--- src/rtl/npi_pkg.sv ---
// Shared types, constants and palette level tables for the nearest palette index core.
// No dependencies; every other file of the block refers to it by scoped names.
package npi_pkg;

  localparam int CH_W        = 8;   // one color channel
  localparam int DIST_W      = 10;  // sum of three channel distances
  localparam int IDX_W       = 8;   // palette index
  localparam int LVL_W       = 3;   // level number along one cube axis
  localparam int NR          = 6;   // red levels
  localparam int NG          = 8;   // green levels
  localparam int NB          = 6;   // blue levels (last one only partly populated)
  localparam int COLORS_W    = 9;
  localparam int BITS_W      = 4;
  localparam int MAX_COLORS  = 256;
  localparam int BLOCK_SIZE  = NR * NG;  // entries sharing one blue level
  localparam int ROW_SIZE    = NR;       // entries sharing one green and blue level
  localparam int CFG_INDEX_W = 1;
  localparam int CFG_DATA_W  = 9;

  localparam logic [CFG_INDEX_W-1:0] REG_PALETTE_COLORS = 1'b0;
  localparam logic [CFG_INDEX_W-1:0] REG_PALETTE_BITS   = 1'b1;

  // Search setup derived from the registers at write time.
  // blocks: whole blue planes searched; rows: whole green rows in the next plane;
  // cols: red entries in the next row.
  typedef struct packed {
    logic [CH_W-1:0]  mask;
    logic [LVL_W-1:0] blocks;
    logic [LVL_W-1:0] rows;
    logic [LVL_W-1:0] cols;
  } search_cfg_t;

  // Per-axis channel distances.
  typedef struct packed {
    logic [NR-1:0][CH_W-1:0] dr;
    logic [NG-1:0][CH_W-1:0] dg;
    logic [NB-1:0][CH_W-1:0] db;
  } diff_t;

  // Per-axis minima feeding the three candidate sums.
  typedef struct packed {
    logic [CH_W-1:0]  r_min;
    logic [LVL_W-1:0] r_idx;
    logic [CH_W-1:0]  g_min;
    logic [LVL_W-1:0] g_idx;
    logic             bp_ok;
    logic [CH_W-1:0]  bp_min;
    logic [LVL_W-1:0] bp_idx;
    logic             gp_ok;
    logic [CH_W-1:0]  gp_min;
    logic [LVL_W-1:0] gp_idx;
    logic             rp_ok;
    logic [CH_W-1:0]  rp_min;
    logic [LVL_W-1:0] rp_idx;
    logic [CH_W-1:0]  db_part;
    logic [CH_W-1:0]  dg_part;
  } reduce_t;

  // Candidates in ascending index order: whole planes, whole rows, partial row.
  typedef struct packed {
    logic              a_ok;
    logic [DIST_W-1:0] a_dist;
    logic [IDX_W-1:0]  a_idx;
    logic              b_ok;
    logic [DIST_W-1:0] b_dist;
    logic [IDX_W-1:0]  b_idx;
    logic              c_ok;
    logic [DIST_W-1:0] c_dist;
    logic [IDX_W-1:0]  c_idx;
  } cand_t;

  function automatic logic [CH_W-1:0] red_level(input logic [LVL_W-1:0] k);
    logic [CH_W-1:0] v;
    unique case (k)
      3'd0:    v = 8'd0;
      3'd1:    v = 8'd51;
      3'd2:    v = 8'd102;
      3'd3:    v = 8'd153;
      3'd4:    v = 8'd204;
      3'd5:    v = 8'd255;
      default: v = 8'd0;
    endcase
    return v;
  endfunction

  function automatic logic [CH_W-1:0] green_level(input logic [LVL_W-1:0] k);
    logic [CH_W-1:0] v;
    unique case (k)
      3'd0:    v = 8'd0;
      3'd1:    v = 8'd36;
      3'd2:    v = 8'd72;
      3'd3:    v = 8'd109;
      3'd4:    v = 8'd145;
      3'd5:    v = 8'd182;
      3'd6:    v = 8'd218;
      default: v = 8'd255;
    endcase
    return v;
  endfunction

  // Top level wraps past 255 to 62.
  function automatic logic [CH_W-1:0] blue_level(input logic [LVL_W-1:0] k);
    logic [CH_W-1:0] v;
    unique case (k)
      3'd0:    v = 8'd0;
      3'd1:    v = 8'd63;
      3'd2:    v = 8'd127;
      3'd3:    v = 8'd191;
      3'd4:    v = 8'd255;
      3'd5:    v = 8'd62;
      default: v = 8'd0;
    endcase
    return v;
  endfunction

endpackage

--- src/rtl/nearest_palette_index_core.sv ---
// Nearest palette index: maps an RGB pixel to the closest entry of a built-in 6x8x6 color
// cube by sum of absolute channel differences, lowest index on ties. Takes one pixel per
// cycle while the result side does not stall; each result passes through four register
// stages (axis distances, axis minima, candidate sums, pick). A stall on the result side
// holds the whole pipeline and is passed back to the pixel side in the same cycle.
// Configuration writes are always accepted. Depends on npi_pkg and the npi_* stage modules.
module nearest_palette_index_core (
  input  logic                             clk,
  input  logic                             rst,
  input  logic                             pixel_valid,
  output logic                             pixel_stall,
  input  logic [npi_pkg::CH_W-1:0]         red,
  input  logic [npi_pkg::CH_W-1:0]         green,
  input  logic [npi_pkg::CH_W-1:0]         blue,
  output logic                             index_valid,
  input  logic                             index_stall,
  output logic [npi_pkg::IDX_W-1:0]        palette_index,
  input  logic                             cfg_valid,
  output logic                             cfg_ready,
  input  logic [npi_pkg::CFG_INDEX_W-1:0]  cfg_index,
  input  logic [npi_pkg::CFG_DATA_W-1:0]   cfg_data
);

  npi_pkg::search_cfg_t search_cfg;
  npi_pkg::diff_t       diff;
  npi_pkg::reduce_t     red_min;
  logic                 advance;
  logic                 diff_valid;
  logic                 reduce_valid;

  // Advance when the result register is empty or its transfer happens now.
  assign advance     = !index_valid || !index_stall;
  assign pixel_stall = !advance;
  assign cfg_ready   = 1'b1;

  npi_cfg u_cfg (
    .clk        (clk),
    .rst        (rst),
    .cfg_valid  (cfg_valid),
    .cfg_index  (cfg_index),
    .cfg_data   (cfg_data),
    .search_cfg (search_cfg)
  );

  npi_dist u_dist (
    .clk       (clk),
    .rst       (rst),
    .advance   (advance),
    .valid_in  (pixel_valid),
    .red       (red),
    .green     (green),
    .blue      (blue),
    .mask      (search_cfg.mask),
    .valid_out (diff_valid),
    .diff_out  (diff)
  );

  npi_reduce u_reduce (
    .clk        (clk),
    .rst        (rst),
    .advance    (advance),
    .valid_in   (diff_valid),
    .diff_in    (diff),
    .search_cfg (search_cfg),
    .valid_out  (reduce_valid),
    .red_out    (red_min)
  );

  npi_select u_select (
    .clk        (clk),
    .rst        (rst),
    .advance    (advance),
    .valid_in   (reduce_valid),
    .red_in     (red_min),
    .search_cfg (search_cfg),
    .valid_out  (index_valid),
    .index_out  (palette_index)
  );

endmodule

--- src/rtl/npi_cfg.sv ---
// Configuration registers: entry count split into planes, rows and columns, and channel mask.
// Depends on npi_pkg.
module npi_cfg (
  input  logic                             clk,
  input  logic                             rst,
  input  logic                             cfg_valid,
  input  logic [npi_pkg::CFG_INDEX_W-1:0] cfg_index,
  input  logic [npi_pkg::CFG_DATA_W-1:0]  cfg_data,
  output npi_pkg::search_cfg_t             search_cfg
);

  npi_pkg::search_cfg_t search;

  logic [npi_pkg::COLORS_W-1:0] count;
  logic [npi_pkg::LVL_W-1:0]    blocks_next;
  logic [npi_pkg::COLORS_W-1:0] rem_full;
  logic [5:0]                   rem;
  logic [npi_pkg::LVL_W-1:0]    rows_next;
  logic [5:0]                   col_full;
  logic [npi_pkg::LVL_W-1:0]    cols_next;
  logic [npi_pkg::BITS_W-1:0]   bits;
  logic [15:0]                  mask_wide;
  logic [npi_pkg::CH_W-1:0]     mask_next;

  always_comb begin
    count = cfg_data[npi_pkg::COLORS_W-1:0];
    if (count > npi_pkg::COLORS_W'(npi_pkg::MAX_COLORS)) begin
      count = npi_pkg::COLORS_W'(npi_pkg::MAX_COLORS);
    end

    priority if (count >= 9'd240) blocks_next = 3'd5;
    else if (count >= 9'd192)     blocks_next = 3'd4;
    else if (count >= 9'd144)     blocks_next = 3'd3;
    else if (count >= 9'd96)      blocks_next = 3'd2;
    else if (count >= 9'd48)      blocks_next = 3'd1;
    else                          blocks_next = 3'd0;

    rem_full = count - {6'd0, blocks_next} * 9'(npi_pkg::BLOCK_SIZE);
    rem      = rem_full[5:0];

    priority if (rem >= 6'd42) rows_next = 3'd7;
    else if (rem >= 6'd36)     rows_next = 3'd6;
    else if (rem >= 6'd30)     rows_next = 3'd5;
    else if (rem >= 6'd24)     rows_next = 3'd4;
    else if (rem >= 6'd18)     rows_next = 3'd3;
    else if (rem >= 6'd12)     rows_next = 3'd2;
    else if (rem >= 6'd6)      rows_next = 3'd1;
    else                       rows_next = 3'd0;

    col_full  = rem - {3'd0, rows_next} * 6'(npi_pkg::ROW_SIZE);
    cols_next = col_full[npi_pkg::LVL_W-1:0];

    bits = cfg_data[npi_pkg::BITS_W-1:0];
    if (bits > 4'd8) begin
      bits = 4'd8;
    end
    mask_wide = 16'hFF00 >> bits;
    mask_next = mask_wide[npi_pkg::CH_W-1:0];
  end

  always_ff @(posedge clk) begin
    if (rst) begin
      search.mask   <= 8'hFF;
      search.blocks <= 3'd5;
      search.rows   <= 3'd2;
      search.cols   <= 3'd4;
    end else if (cfg_valid) begin
      unique case (cfg_index)
        npi_pkg::REG_PALETTE_COLORS: begin
          search.blocks <= blocks_next;
          search.rows   <= rows_next;
          search.cols   <= cols_next;
        end
        npi_pkg::REG_PALETTE_BITS: begin
          search.mask <= mask_next;
        end
        default: begin
          search <= search;
        end
      endcase
    end
  end

  assign search_cfg = search;

endmodule

--- src/rtl/npi_dist.sv ---
// Pipeline stage 1: distance from the pixel to every masked level of each cube axis.
// Depends on npi_pkg.
module npi_dist (
  input  logic                          clk,
  input  logic                          rst,
  input  logic                          advance,
  input  logic                          valid_in,
  input  logic [npi_pkg::CH_W-1:0]      red,
  input  logic [npi_pkg::CH_W-1:0]      green,
  input  logic [npi_pkg::CH_W-1:0]      blue,
  input  logic [npi_pkg::CH_W-1:0]      mask,
  output logic                          valid_out,
  output npi_pkg::diff_t                diff_out
);

  npi_pkg::diff_t diff_next;
  npi_pkg::diff_t diff;
  logic           valid;

  function automatic logic [npi_pkg::CH_W-1:0] absdiff(input logic [npi_pkg::CH_W-1:0] a,
                                                       input logic [npi_pkg::CH_W-1:0] b);
    return (a > b) ? (a - b) : (b - a);
  endfunction

  always_comb begin
    for (int k = 0; k < npi_pkg::NR; k++) begin
      diff_next.dr[k] = absdiff(red, npi_pkg::red_level(3'(k)) & mask);
    end
    for (int k = 0; k < npi_pkg::NG; k++) begin
      diff_next.dg[k] = absdiff(green, npi_pkg::green_level(3'(k)) & mask);
    end
    for (int k = 0; k < npi_pkg::NB; k++) begin
      diff_next.db[k] = absdiff(blue, npi_pkg::blue_level(3'(k)) & mask);
    end
  end

  always_ff @(posedge clk) begin
    if (rst) begin
      valid <= 1'b0;
    end else if (advance) begin
      valid <= valid_in;
    end
  end

  always_ff @(posedge clk) begin
    if (advance) begin
      diff <= diff_next;
    end
  end

  assign valid_out = valid;
  assign diff_out  = diff;

endmodule

--- src/rtl/npi_reduce.sv ---
// Pipeline stage 2: per-axis minima, full and over the searched prefix, lowest level on ties.
// Depends on npi_pkg.
module npi_reduce (
  input  logic                 clk,
  input  logic                 rst,
  input  logic                 advance,
  input  logic                 valid_in,
  input  npi_pkg::diff_t       diff_in,
  input  npi_pkg::search_cfg_t search_cfg,
  output logic                 valid_out,
  output npi_pkg::reduce_t     red_out
);

  npi_pkg::reduce_t red_next;
  npi_pkg::reduce_t red;
  logic             valid;

  always_comb begin
    red_next = '0;

    // full minima of red and green
    red_next.r_min = diff_in.dr[0];
    for (int k = 1; k < npi_pkg::NR; k++) begin
      if (diff_in.dr[k] < red_next.r_min) begin
        red_next.r_min = diff_in.dr[k];
        red_next.r_idx = 3'(k);
      end
    end
    red_next.g_min = diff_in.dg[0];
    for (int k = 1; k < npi_pkg::NG; k++) begin
      if (diff_in.dg[k] < red_next.g_min) begin
        red_next.g_min = diff_in.dg[k];
        red_next.g_idx = 3'(k);
      end
    end

    // prefix minima bounded by the entry count
    for (int k = 0; k < npi_pkg::NB; k++) begin
      if (3'(k) < search_cfg.blocks && (!red_next.bp_ok || diff_in.db[k] < red_next.bp_min)) begin
        red_next.bp_ok  = 1'b1;
        red_next.bp_min = diff_in.db[k];
        red_next.bp_idx = 3'(k);
      end
    end
    for (int k = 0; k < npi_pkg::NG; k++) begin
      if (3'(k) < search_cfg.rows && (!red_next.gp_ok || diff_in.dg[k] < red_next.gp_min)) begin
        red_next.gp_ok  = 1'b1;
        red_next.gp_min = diff_in.dg[k];
        red_next.gp_idx = 3'(k);
      end
    end
    for (int k = 0; k < npi_pkg::NR; k++) begin
      if (3'(k) < search_cfg.cols && (!red_next.rp_ok || diff_in.dr[k] < red_next.rp_min)) begin
        red_next.rp_ok  = 1'b1;
        red_next.rp_min = diff_in.dr[k];
        red_next.rp_idx = 3'(k);
      end
    end

    red_next.db_part = diff_in.db[search_cfg.blocks];
    red_next.dg_part = diff_in.dg[search_cfg.rows];
  end

  always_ff @(posedge clk) begin
    if (rst) begin
      valid <= 1'b0;
    end else if (advance) begin
      valid <= valid_in;
    end
  end

  always_ff @(posedge clk) begin
    if (advance) begin
      red <= red_next;
    end
  end

  assign valid_out = valid;
  assign red_out   = red;

endmodule

--- src/rtl/npi_select.sv ---
// Pipeline stages 3 and 4: candidate distances and indexes, then the strict-less pick.
// Depends on npi_pkg.
module npi_select (
  input  logic                      clk,
  input  logic                      rst,
  input  logic                      advance,
  input  logic                      valid_in,
  input  npi_pkg::reduce_t          red_in,
  input  npi_pkg::search_cfg_t      search_cfg,
  output logic                      valid_out,
  output logic [npi_pkg::IDX_W-1:0] index_out
);

  npi_pkg::cand_t            cand_next;
  npi_pkg::cand_t            cand;
  logic                      cand_valid;
  logic                      have;
  logic [npi_pkg::DIST_W-1:0] best;
  logic [npi_pkg::IDX_W-1:0] pick;
  logic                      out_valid;
  logic [npi_pkg::IDX_W-1:0] out_index;

  function automatic logic [npi_pkg::IDX_W-1:0] entry(input logic [npi_pkg::LVL_W-1:0] b,
                                                      input logic [npi_pkg::LVL_W-1:0] g,
                                                      input logic [npi_pkg::LVL_W-1:0] r);
    logic [8:0] sum;
    sum = {6'd0, b} * 9'(npi_pkg::BLOCK_SIZE) + {6'd0, g} * 9'(npi_pkg::ROW_SIZE) + {6'd0, r};
    return sum[npi_pkg::IDX_W-1:0];
  endfunction

  function automatic logic [npi_pkg::DIST_W-1:0] add3(input logic [npi_pkg::CH_W-1:0] a,
                                                      input logic [npi_pkg::CH_W-1:0] b,
                                                      input logic [npi_pkg::CH_W-1:0] c);
    return {2'd0, a} + {2'd0, b} + {2'd0, c};
  endfunction

  always_comb begin
    cand_next.a_ok   = red_in.bp_ok;
    cand_next.a_dist = add3(red_in.bp_min, red_in.g_min, red_in.r_min);
    cand_next.a_idx  = entry(red_in.bp_idx, red_in.g_idx, red_in.r_idx);
    cand_next.b_ok   = red_in.gp_ok;
    cand_next.b_dist = add3(red_in.db_part, red_in.gp_min, red_in.r_min);
    cand_next.b_idx  = entry(search_cfg.blocks, red_in.gp_idx, red_in.r_idx);
    cand_next.c_ok   = red_in.rp_ok;
    cand_next.c_dist = add3(red_in.db_part, red_in.dg_part, red_in.rp_min);
    cand_next.c_idx  = entry(search_cfg.blocks, search_cfg.rows, red_in.rp_idx);
  end

  // Candidates arrive in ascending index order, so strict less keeps the lowest on ties.
  always_comb begin
    have = cand.a_ok;
    best = cand.a_dist;
    pick = cand.a_ok ? cand.a_idx : '0;
    if (cand.b_ok && (!have || cand.b_dist < best)) begin
      have = 1'b1;
      best = cand.b_dist;
      pick = cand.b_idx;
    end
    if (cand.c_ok && (!have || cand.c_dist < best)) begin
      pick = cand.c_idx;
    end
  end

  always_ff @(posedge clk) begin
    if (rst) begin
      cand_valid <= 1'b0;
      out_valid  <= 1'b0;
    end else if (advance) begin
      cand_valid <= valid_in;
      out_valid  <= cand_valid;
    end
  end

  always_ff @(posedge clk) begin
    if (advance) begin
      cand      <= cand_next;
      out_index <= pick;
    end
  end

  assign valid_out = out_valid;
  assign index_out = out_index;

endmodule
--- config.mk ---
export PLATFORM = sky130hd
export DESIGN_NAME = nearest_palette_index_core
export DESIGN_NICKNAME = d
export VERILOG_FILES = /design/src/rtl/npi_pkg.sv /design/src/rtl/nearest_palette_index_core.sv /design/src/rtl/npi_cfg.sv /design/src/rtl/npi_dist.sv /design/src/rtl/npi_reduce.sv /design/src/rtl/npi_select.sv
export SDC_FILE = /design/constraint.sdc
export NUM_CORES = 1
export LEC_CHECK = 0
export ABC_AREA = 1
export BUFFER_PORTS_ARGS = -buffer_cell sky130_fd_sc_hd__buf_2
export CAP_MARGIN = 20
export CORE_MARGIN = 2
export CORE_UTILIZATION = 60
export CTS_BUF_LIST = sky130_fd_sc_hd__clkbuf_8
export CTS_CLUSTER_DIAMETER = 150
export DETAILED_ROUTE_END_ITERATION = 10
export PLACE_DENSITY = 0.87
export SLEW_MARGIN = 40
export SYNTH_ARGS = -nofsm -noshare
export SYNTH_HDL_FRONTEND = slang
export SYNTH_SLANG_ARGS = --single-unit
--- constraint.sdc ---
create_clock -name clk -period 10 [get_ports clk]
set_clock_uncertainty 0.2 [all_clocks]
set_input_delay 0.5 -clock clk [delete_from_list [all_inputs] [get_ports clk]]
set_output_delay 0.5 -clock clk [all_outputs]
set_load 0.01 [all_outputs]
; ---- After elaboration in Yosys (flattened, before gate mapping)
; Index checks and enable logic that the tools add are counted.
[classes]
n_addsub = 51
mul = 7
order_cmp = 87
shift = 1
n_mux = 75
bitwise = 1
n_reduce_logical = 70
[op_table]
columns = cell, count
row1 = 8-bit less-than comparator, 29
row2 = 12-bit 2-to-1 mux, 17
row3 = 8-bit 2-to-1 mux, 25
row4 = 11-bit 2-to-1 mux, 15
row5 = 8-bit subtractor, 18
row6 = 8-bit > comparator, 9
row7 = 8-bit binary-select mux with 3-bit select, 2
row8 = 8-bit by 6-bit > comparator with 1-bit output, 4
row9 = 8-bit by 7-bit > comparator with 1-bit output, 4
row10 = 6-bit by 8-bit subtractor with 8-bit output, 4
row11 = 7-bit by 8-bit subtractor with 8-bit output, 4
row12 = 8-bit by 6-bit subtractor with 8-bit output, 4
row13 = 8-bit by 7-bit subtractor with 8-bit output, 4
row14 = 10-bit by 8-bit adder with 10-bit output, 3
row15 = 3-bit 2-to-1 mux, 10
row16 = 8-bit by 8-bit adder with 9-bit output, 3
row17 = 9-bit by 8-bit greater-or-equal comparator with 1-bit output (second input constant), 3
row18 = 8-bit by 3-bit adder with 8-bit output, 3
row19 = 8-bit by 6-bit adder with 8-bit output, 3
row20 = 8-bit by 1-bit > comparator with 1-bit output (second input constant), 3
row21 = 3-bit less-than comparator (first input constant), 8
row22 = 1-bit by 8-bit subtractor with 8-bit output (first input constant), 3
row23 = 1-bit zero test, 22
row24 = 1-bit logical OR, 20
row25 = 27 further kinds, 72
[word_totals]
reg_bits = 320
in_bits = 39
output_inout_bits = 11

; ---- Depth between registers and ports, before layout
; Gate-level depths: netlist of run 1.
[logic_depth]
depth_word = 30
mapped_depth = 66
depth_no_buf = 59

; ---- Cells and area by module
; A second synthesis of run 1 with hierarchy kept.
[unflattened]
hier_cells = 3788
area_unflattened_um2 = 28574.9
[by_module_without_submodules]
columns = mod, instances, cells_per_inst, area_per_inst_um2, seq_area_each_um2
row1 = npi_dist, 1, 1613, 11997.8, 4404.2
row2 = npi_reduce, 1, 1558, 10617.7, 2242.2
row3 = npi_select, 1, 451, 4897.2, 1961.9
row4 = npi_cfg, 1, 162, 1041.0, 340.3
row5 = nearest_palette_index_core, 1, 4, 21.3, 0.0

; ---- Worst setup path after synthesis of run 1
; Ideal clock, no wire load.
[synth_timing]
kind = reg-to-reg
from = register u_dist.diff_out[63] (netlist name)
to = register u_reduce.red, in the netlist u_reduce.red_out[60] (data pin)
t_arrival_ps = 8906
required_time_ps = 9547
path_slack_ps = 641
stages_incl_launch_ff = 52
path_buffers = 7
synth_period_minus_slack_ps = 9359
cell_sequence = edfxtp_1 > ha_1 > nand2_1 > o211ai_1 > clkbuf_1 > o21ai_0 > ha_1 > a21oi_1 > o21a_1 > nand2_1 > buf_1 > o21ai_0 > ha_1 > a21oi_1 > o21a_1 > and2_1 > inv_1 > clkbuf_1 > (+16 left out) > ha_1 > a21oi_1 > nor2_1 > a211oi_1 > nand2_2 > clkbuf_1 > inv_1 > nand2_1 > o21ai_0 > inv_1 > ha_1 > a21oi_1 > nor2_1 > a211oi_1 > nand2_2 > buf_6 > nand2_1 > nand2_1
[synth_lines]
columns = item, line_no
row1 = "end signal, assigned", npi_reduce.sv:74  ; red <= red_next;
row2 = "end, declared", npi_reduce.sv:15  ; npi_pkg::reduce_t red;

==> out/metrics.csv, run 1 <==
metric;value;unit
routability congestion estimate;1.03;
post-synthesis register bit count;305;
root cell of the clock tree;sky130_fd_sc_hd__clkbuf_8;
wire length of the first global-routing pass;110;mm
Antenna Nets Post-Route;0;
startpoint type of the worst setup path;flip-flop;
result of the run;complete, no violations;
count of placed standard cells including taps;3704;
critical path peak fanout;18;
setup violation total in the final timing report;0;
total nets after synthesis;3593;
count of buffers inserted at the top-level ports;48;
Max Clock Freq;0.108;GHz
number of instances in the synthesized netlist;3175;
number of nets in the final layout;3659;
sequential fraction of design power;24.7;%
Worst path slowest cell;sky130_fd_sc_hd__a2111oi_2;
Syn Std Cell Area;0.0258;mm²
Row Count;76;
EDFF count, synth;284;
number of standard cells in the layout, taps in and fillers out;3829;
core outline area;0.0428;mm²
critical path's most frequent cell;sky130_fd_sc_hd__nand2_1;
clock period minus final worst setup slack;9.25;ns
class of the worst hold path;input pin to flip-flop;
CP endpoint kind;flip-flop;
WL per Instance;18.3;µm
leakage power;13.3;nW
logic gate share of total power;64.0;%
total routed wirelength;69.9;mm
number of fillers in the final layout;3408;
clock latency reported for the late side of the worst-skew pair;0.64;ns
TritonCTS sink count;305;
Final Max Slew Viols;0;
launching element of the worst setup path;u_cfg.search_cfg[4]$_SDFFE_PP1P_;
starting density of the core;60.4;%
count of warnings emitted by yosys;0;
remaining global-route overflow;0;
pwr/cell area;364;mW/mm²
number of antenna violations at the first check in global routing;1;
Worst Path Arrival;9.43;ns
crit-path max cell delay;0.36;ns
Worst Min Path Start;red[4];
average cell area after synthesis;8.14;µm²
number of hold violations in the final report;0;
critical path data required time;10.18;ns
number of vias in the routed layout;22832;
sequential fraction of the synthesis area;34.6;%
die outline width;212;µm
clock transition at the register clock pins on the worst setup and hold paths after CTS;0.06;ns
dominant register cell in the synthesized netlist;sky130_fd_sc_hd__edfxtp_1;
FFs w/ async S/R, synth;0;%
y dimension of the die;212;µm
total CTS buffers;52;
H-Tree Depth;2;
DRC violation total after the first TritonRoute iteration;2535;
reported net switching power;4.98;mW
internal portion of total power;5.23;mW
reg-to-reg setup timing slack;0.75;ns
Detailed Place HPWL;53.9;mm
maximum number of pins on one net before global-route repair;114;
normalized max-slew margin;48.2;%
Cell variety after synth;58;
vias per cell;5.96;
Setup CP Type;flip-flop to flip-flop;
count of max-cap constraint violations;0;
Ant. Diodes;0;
die area;0.0448;mm²
area growth from synthesis to layout;8.36;%
share of post-route cells with drive strength above 1;6.91;%
smallest hold slack;0.0644;ns
transition time at the pin with the least slew margin;0.777;ns
period utilization;92.5;%
Remaining DRCs;0;
num ports;50;
share of total power consumed by net switching;48.7;%
VDD IR-drop max;0.000217;V
vias in the first global route;21414;
maximum root-to-sink buffer count;3;
Critical R2R Launch;u_cfg.search_cfg[4]$_SDFFE_PP1P_;
CTS tree;yes;
TritonRoute pass-1 iters;8;
clock share of power;11.3;%
total global routing track utilization;31.2;%
## layout make-up
class                      instances  area (µm²)  share of cell area (%)
clock buffer                      57         785                    2.80
multi-input combinational       2442       15300                    54.8
sequential                       305        8950                    31.9
tap                              546         683                    2.44
clock inverter                    39         267                   0.952
inverter                         341        1280                    4.58
timing repair buffer              99         707                    2.52
## layout by cell type, fill, tap and decap left out, types with 38 or more instances in the layout
| master | instances |
|---|---|
| sky130_fd_sc_hd__nand2_1 | 698 |
| sky130_fd_sc_hd__o21ai_0 | 394 |
| sky130_fd_sc_hd__ha_1 | 352 |
| sky130_fd_sc_hd__inv_1 | 335 |
| sky130_fd_sc_hd__edfxtp_1 | 284 |
| sky130_fd_sc_hd__nor2_1 | 215 |
| sky130_fd_sc_hd__a21oi_1 | 207 |
| sky130_fd_sc_hd__xor2_1 | 139 |
| sky130_fd_sc_hd__nand3_1 | 122 |
| sky130_fd_sc_hd__clkbuf_8 | 57 |
| sky130_fd_sc_hd__buf_2 | 51 |
| sky130_fd_sc_hd__nand2_2 | 38 |
## metrics by stage
stage	total power [mW]	setup slack, ns	area, µm²	TNS (ns)	util (%)
6_report	10.2	0.749	28000	0	65.5
5_1_grt	11.2	-0.0184	28000	-0.0403	65.5
4_1_cts	9.95	0.307	27900	0	65.2
3_5_place_dp	8.75	0.353	26700	0	62.3
3_3_place_gp	8.45	0.537	26600	0	62.2
2_1_floorplan	7.26	0.641	25800	0	-
## logic make-up after synthesis
| logic type | synth area share [%] |
|---|---|
| multiplexers | 0.503 |
| AO/OA/AOI/OAI | 16.2 |
| AND/OR/NAND/NOR | 17.8 |
| XOR/XNOR | 5.29 |
| flip-flops | 34.6 |
| buffers and inverters | 6.36 |
| adder cells (fa/ha/maj) | 19.1 |
| other | 0.0145 |
## flip-flops by register name (all words and copies together) (netlist names)
signal,count
u_reduce.valid_out,1
u_select.cand,56
u_select.cand_valid,1
u_dist.diff_out,146
u_select.valid_out,1
u_cfg.search_cfg,17
u_select.index_out,8
u_reduce.red_out,74
u_dist.valid_out,1
## critical path: cells and delay by family, from the launching register on
kind                     cells  cell delay, ns
AO/OA/AOI/OAI               20            3.60
AND/OR/NAND/NOR             17            2.30
adder cells (fa/ha/maj)      7            2.11
buffers and inverters        4            0.44
flip-flops                   1            0.34
## repair_timing
item	in CTS	in global routing
gates resized for setup	0	19
setup endpoints to repair	0	33
hold buffers	17	0
hold endpoints to repair	19	0
setup buffers	0	10
## synthesized netlist by cell type, types with 3 or more instances
library cell | count | share of area [%]
sky130_fd_sc_hd__nand2_1 | 700 | 10
sky130_fd_sc_hd__o21ai_0 | 405 | 7.8
sky130_fd_sc_hd__ha_1 | 352 | 17
sky130_fd_sc_hd__inv_1 | 328 | 4.8
sky130_fd_sc_hd__edfxtp_1 | 284 | 33
sky130_fd_sc_hd__nor2_1 | 216 | 3.1
sky130_fd_sc_hd__a21oi_1 | 207 | 4.0
sky130_fd_sc_hd__xor2_1 | 139 | 4.7
sky130_fd_sc_hd__nand3_1 | 122 | 2.4
sky130_fd_sc_hd__clkbuf_1 | 78 | 1.1
sky130_fd_sc_hd__nand2_2 | 36 | 0.87
sky130_fd_sc_hd__fa_1 | 27 | 2.1
sky130_fd_sc_hd__a31oi_1 | 24 | 0.58
sky130_fd_sc_hd__dfxtp_1 | 21 | 1.6
sky130_fd_sc_hd__o22ai_1 | 19 | 0.46
sky130_fd_sc_hd__o211ai_1 | 18 | 0.52
sky130_fd_sc_hd__a211oi_1 | 17 | 0.49
sky130_fd_sc_hd__nor3_1 | 17 | 0.33
sky130_fd_sc_hd__xnor2_1 | 17 | 0.58
sky130_fd_sc_hd__nand4_1 | 15 | 0.36
sky130_fd_sc_hd__mux2i_1 | 13 | 0.50
sky130_fd_sc_hd__clkinv_1 | 9 | 0.13
sky130_fd_sc_hd__o21ai_1 | 9 | 0.17
sky130_fd_sc_hd__o21bai_1 | 9 | 0.26
sky130_fd_sc_hd__o221ai_1 | 9 | 0.30
sky130_fd_sc_hd__a21o_1 | 8 | 0.23
sky130_fd_sc_hd__o31ai_1 | 7 | 0.20
sky130_fd_sc_hd__nand2_4 | 6 | 0.26
sky130_fd_sc_hd__a2111oi_0 | 5 | 0.17
sky130_fd_sc_hd__a221oi_1 | 4 | 0.14
sky130_fd_sc_hd__inv_2 | 4 | 0.058
sky130_fd_sc_hd__or2_2 | 4 | 0.097
sky130_fd_sc_hd__a22oi_1 | 3 | 0.087
sky130_fd_sc_hd__and2_1 | 3 | 0.073
sky130_fd_sc_hd__buf_2 | 3 | 0.058
sky130_fd_sc_hd__buf_6 | 3 | 0.13
sky130_fd_sc_hd__nor4_1 | 3 | 0.073
sky130_fd_sc_hd__o21a_1 | 3 | 0.087
sky130_fd_sc_hd__o41ai_1 | 3 | 0.10
## per-layer routing
layer	global-route usage, %	share of wire, %	vias to the layer above
li1	-	-	11060
met1	42.9	41	10384
met2	49.1	45	1174
met3	5.47	10	212
met4	12.6	4.0	2
met5	0	0.017	-
## final timing paths
check                                   endpoint  depth (start not counted)
hold / removal    u_dist.diff_out[116]$_DFFE_PN_                          1
setup / recovery  u_reduce.red_out[33]$_DFFE_PN_                         48
setup reg to reg  u_reduce.red_out[33]$_DFFE_PN_                         48
hold reg to reg      u_select.cand[18]$_DFFE_PN_                          0
## power groups by stage
stage / Sequential (mW) / Clock, mW / Combinational (mW)
floorplan: 2.37 / 0 / 4.89
global placement: 2.52 / 0 / 5.94
detailed placement: 2.53 / 0 / 6.22
CTS: 2.51 / 1.16 / 6.28
global route: 2.56 / 1.21 / 7.47
finish: 2.53 / 1.15 / 6.53
No activity file was read; power rests on OpenSTA's default activity.
==> inputs of run 2 (changes only) <==
Settings changed: BUFFER_PORTS_ARGS -buffer_cell sky130_fd_sc_hd__buf_2 to default, CORE_UTILIZATION 60 to 61, DONT_BUFFER_PORTS from default to 1, HOLD_SLACK_MARGIN from default to 0.08.
==> run 2 against run 1 <==
Against the previous run:
- maximum frequency decreased by 1.5%
- sequential power about the same
- die area decreased by 1.6%
- power increased by 2.7%
- hold slack improved by 0.055 ns
- clock power increased by 10%
- routed wire length increased by 8.7%
- via count increased by 1.9%
- global-route usage increased by 3.1 points
- critical path type unchanged
- largest cell class unchanged
- highest routed layer is now met4
==> out/metrics.csv, run 2 (synthesis results as in run 1) <==
metric;value;unit
critical path data required time;10.20;ns
critical path's most frequent cell;sky130_fd_sc_hd__nand2_1;
TritonCTS sink count;305;
Worst Path Arrival;9.59;ns
count of buffers inserted at the top-level ports;0;
clock latency reported for the late side of the worst-skew pair;0.68;ns
setup violation total in the final timing report;0;
number of vias in the routed layout;23257;
TritonRoute pass-1 iters;6;
VDD IR-drop max;0.000311;V
Row Count;75;
most common cell after layout, fill and taps aside;sky130_fd_sc_hd__nand2_1;
maximum root-to-sink buffer count;3;
H-Tree Depth;2;
Antenna Nets Post-Route;0;
remaining global-route overflow;0;
die area;0.0440;mm²
total global routing track utilization;34.3;%
total routed wirelength;76.0;mm
transition time at the pin with the least slew margin;0.875;ns
starting density of the core;61.8;%
Setup CP Type;flip-flop to flip-flop;
DRC violation total after the first TritonRoute iteration;2870;
total CTS buffers;50;
WL per Instance;20.0;µm
number of hold violations in the final report;0;
die outline width;210;µm
period utilization;93.9;%
wire length of the first global-routing pass;119;mm
result of the run;complete, no violations;
pwr/cell area;373;mW/mm²
share of post-route cells with drive strength above 1;5.52;%
vias per cell;6.12;
number of nets in the final layout;3640;
startpoint type of the worst setup path;flip-flop;
normalized max-slew margin;41.1;%
vias in the first global route;22443;
number of antenna violations at the first check in global routing;0;
area growth from synthesis to layout;8.88;%
Worst path slowest cell;sky130_fd_sc_hd__edfxtp_1;
critical path peak fanout;15;
routability congestion estimate;1.02;
core outline area;0.0419;mm²
crit-path max cell delay;0.45;ns
clock transition at the register clock pins on the worst setup and hold paths after CTS;0.06;ns
Max Clock Freq;0.106;GHz
CP endpoint kind;flip-flop;
num ports;50;
commonest cells after routing, fill and taps aside;sky130_fd_sc_hd__nand2_1, sky130_fd_sc_hd__o21ai_0, sky130_fd_sc_hd__ha_1;
root cell of the clock tree;sky130_fd_sc_hd__clkbuf_8;
leakage power;13.3;nW
Final Max Slew Viols;0;
Layout Cell Area excl Fill;0.0281;mm²
maximum number of pins on one net before global-route repair;86;
class of the worst hold path;input pin to flip-flop;
CTS tree;yes;
Remaining DRCs;0;
count of max-cap constraint violations;0;
clock period minus final worst setup slack;9.39;ns
post-layout total power;10.5;mW
Ant. Diodes;0;
max reg flops;146;
Detailed Place HPWL;58.9;mm
Placement Cell Area;0.0264;mm²
y dimension of the die;210;µm
-- run 2: cell count changes in the layout (fill, tap and decap cells not counted), moves of 3 or more --
cell / before / now
sky130_fd_sc_hd__dlygate4sd3_1: 17 / 46
sky130_fd_sc_hd__buf_2: 51 / 1
sky130_fd_sc_hd__inv_1: 335 / 338
sky130_fd_sc_hd__buf_4: 27 / 34
sky130_fd_sc_hd__bufinv_16: 3 / 8
sky130_fd_sc_hd__clkinv_1: 20 / 13
-- run 2: stage by stage --
stage               setup WS, ns  hold slack (ns)  cells  TNS, ns  utilization [%]
detailed placement         0.145            0.215   3653        0             63.1
global route             -0.0621            0.123   3801   -0.233             67.2
CTS                        0.120           0.0836   3791        0             67.0
global placement           0.249            0.207   3652        0             63.0
finish                     0.609            0.119   3801        0             67.2
floorplan                  0.641            0.200   3175        0                -
-- run 2: worst max-delay path, delay by kind of cell (launching register included) --
kind	cells	cell delay (ns)
AO/OA/AOI/OAI	16	3.16
adder cells (fa/ha/maj)	7	2.19
AND/OR/NAND/NOR	21	1.93
buffers and inverters	8	1.20
flip-flops	1	0.45
-- run 2: power breakdown --
group	internal (mW)	leakage [nW]	total, mW	switching (mW)
combinational	2.45	9.50	6.69	4.24
sequential	2.16	3.15	2.53	0.370
clock	0.723	0.641	1.27	0.544
total	5.33	13.3	10.5	5.15
-- run 2: cell type report --
class                   instances  area, µm²
flip-flops and latches        305       8950
inverters                     341       1280
fillers                      3238      13700
clock buffers                  55        757
multi-input cells            2441      15300
clock inverters                37        409
well taps                     539        674
repair buffers                 83        743
-- run 2: final timing paths --
kind / from / endpoint / slack [ns] / cells past startpoint
max: u_dist.diff_out[59]$_DFFE_PN_ / u_reduce.red_out[55]$_DFFE_PN_ / 0.61 / 52
min: green[4] / u_dist.diff_out[70]$_DFFE_PN_ / 0.12 / 3
max reg2reg: u_dist.diff_out[59]$_DFFE_PN_ / u_reduce.red_out[55]$_DFFE_PN_ / 0.61 / 52
min reg2reg: u_reduce.red_out[27]$_SDFFCE_PP1N_ / u_select.cand[18]$_DFFE_PN_ / 0.23 / 0
-- run 2: what timing repair did --
action                                 in CTS  in global routing
hold buffers                               46                  0
gates resized for setup                     0                 18
setup endpoints to repair                   0                 22
endpoints found under the hold margin      68                  0
setup buffers                               0                  9
-- run 2: layer usage --
metal / global-route usage, % / share of wire [%] / up-vias
met1: 47.6 / 42 / 10761
met5: 0 / 0 / -
met3: 5.97 / 10 / 249
met4: 14.5 / 4.7 / 0
met2: 53.4 / 44 / 1225
li1: - / - / 11022
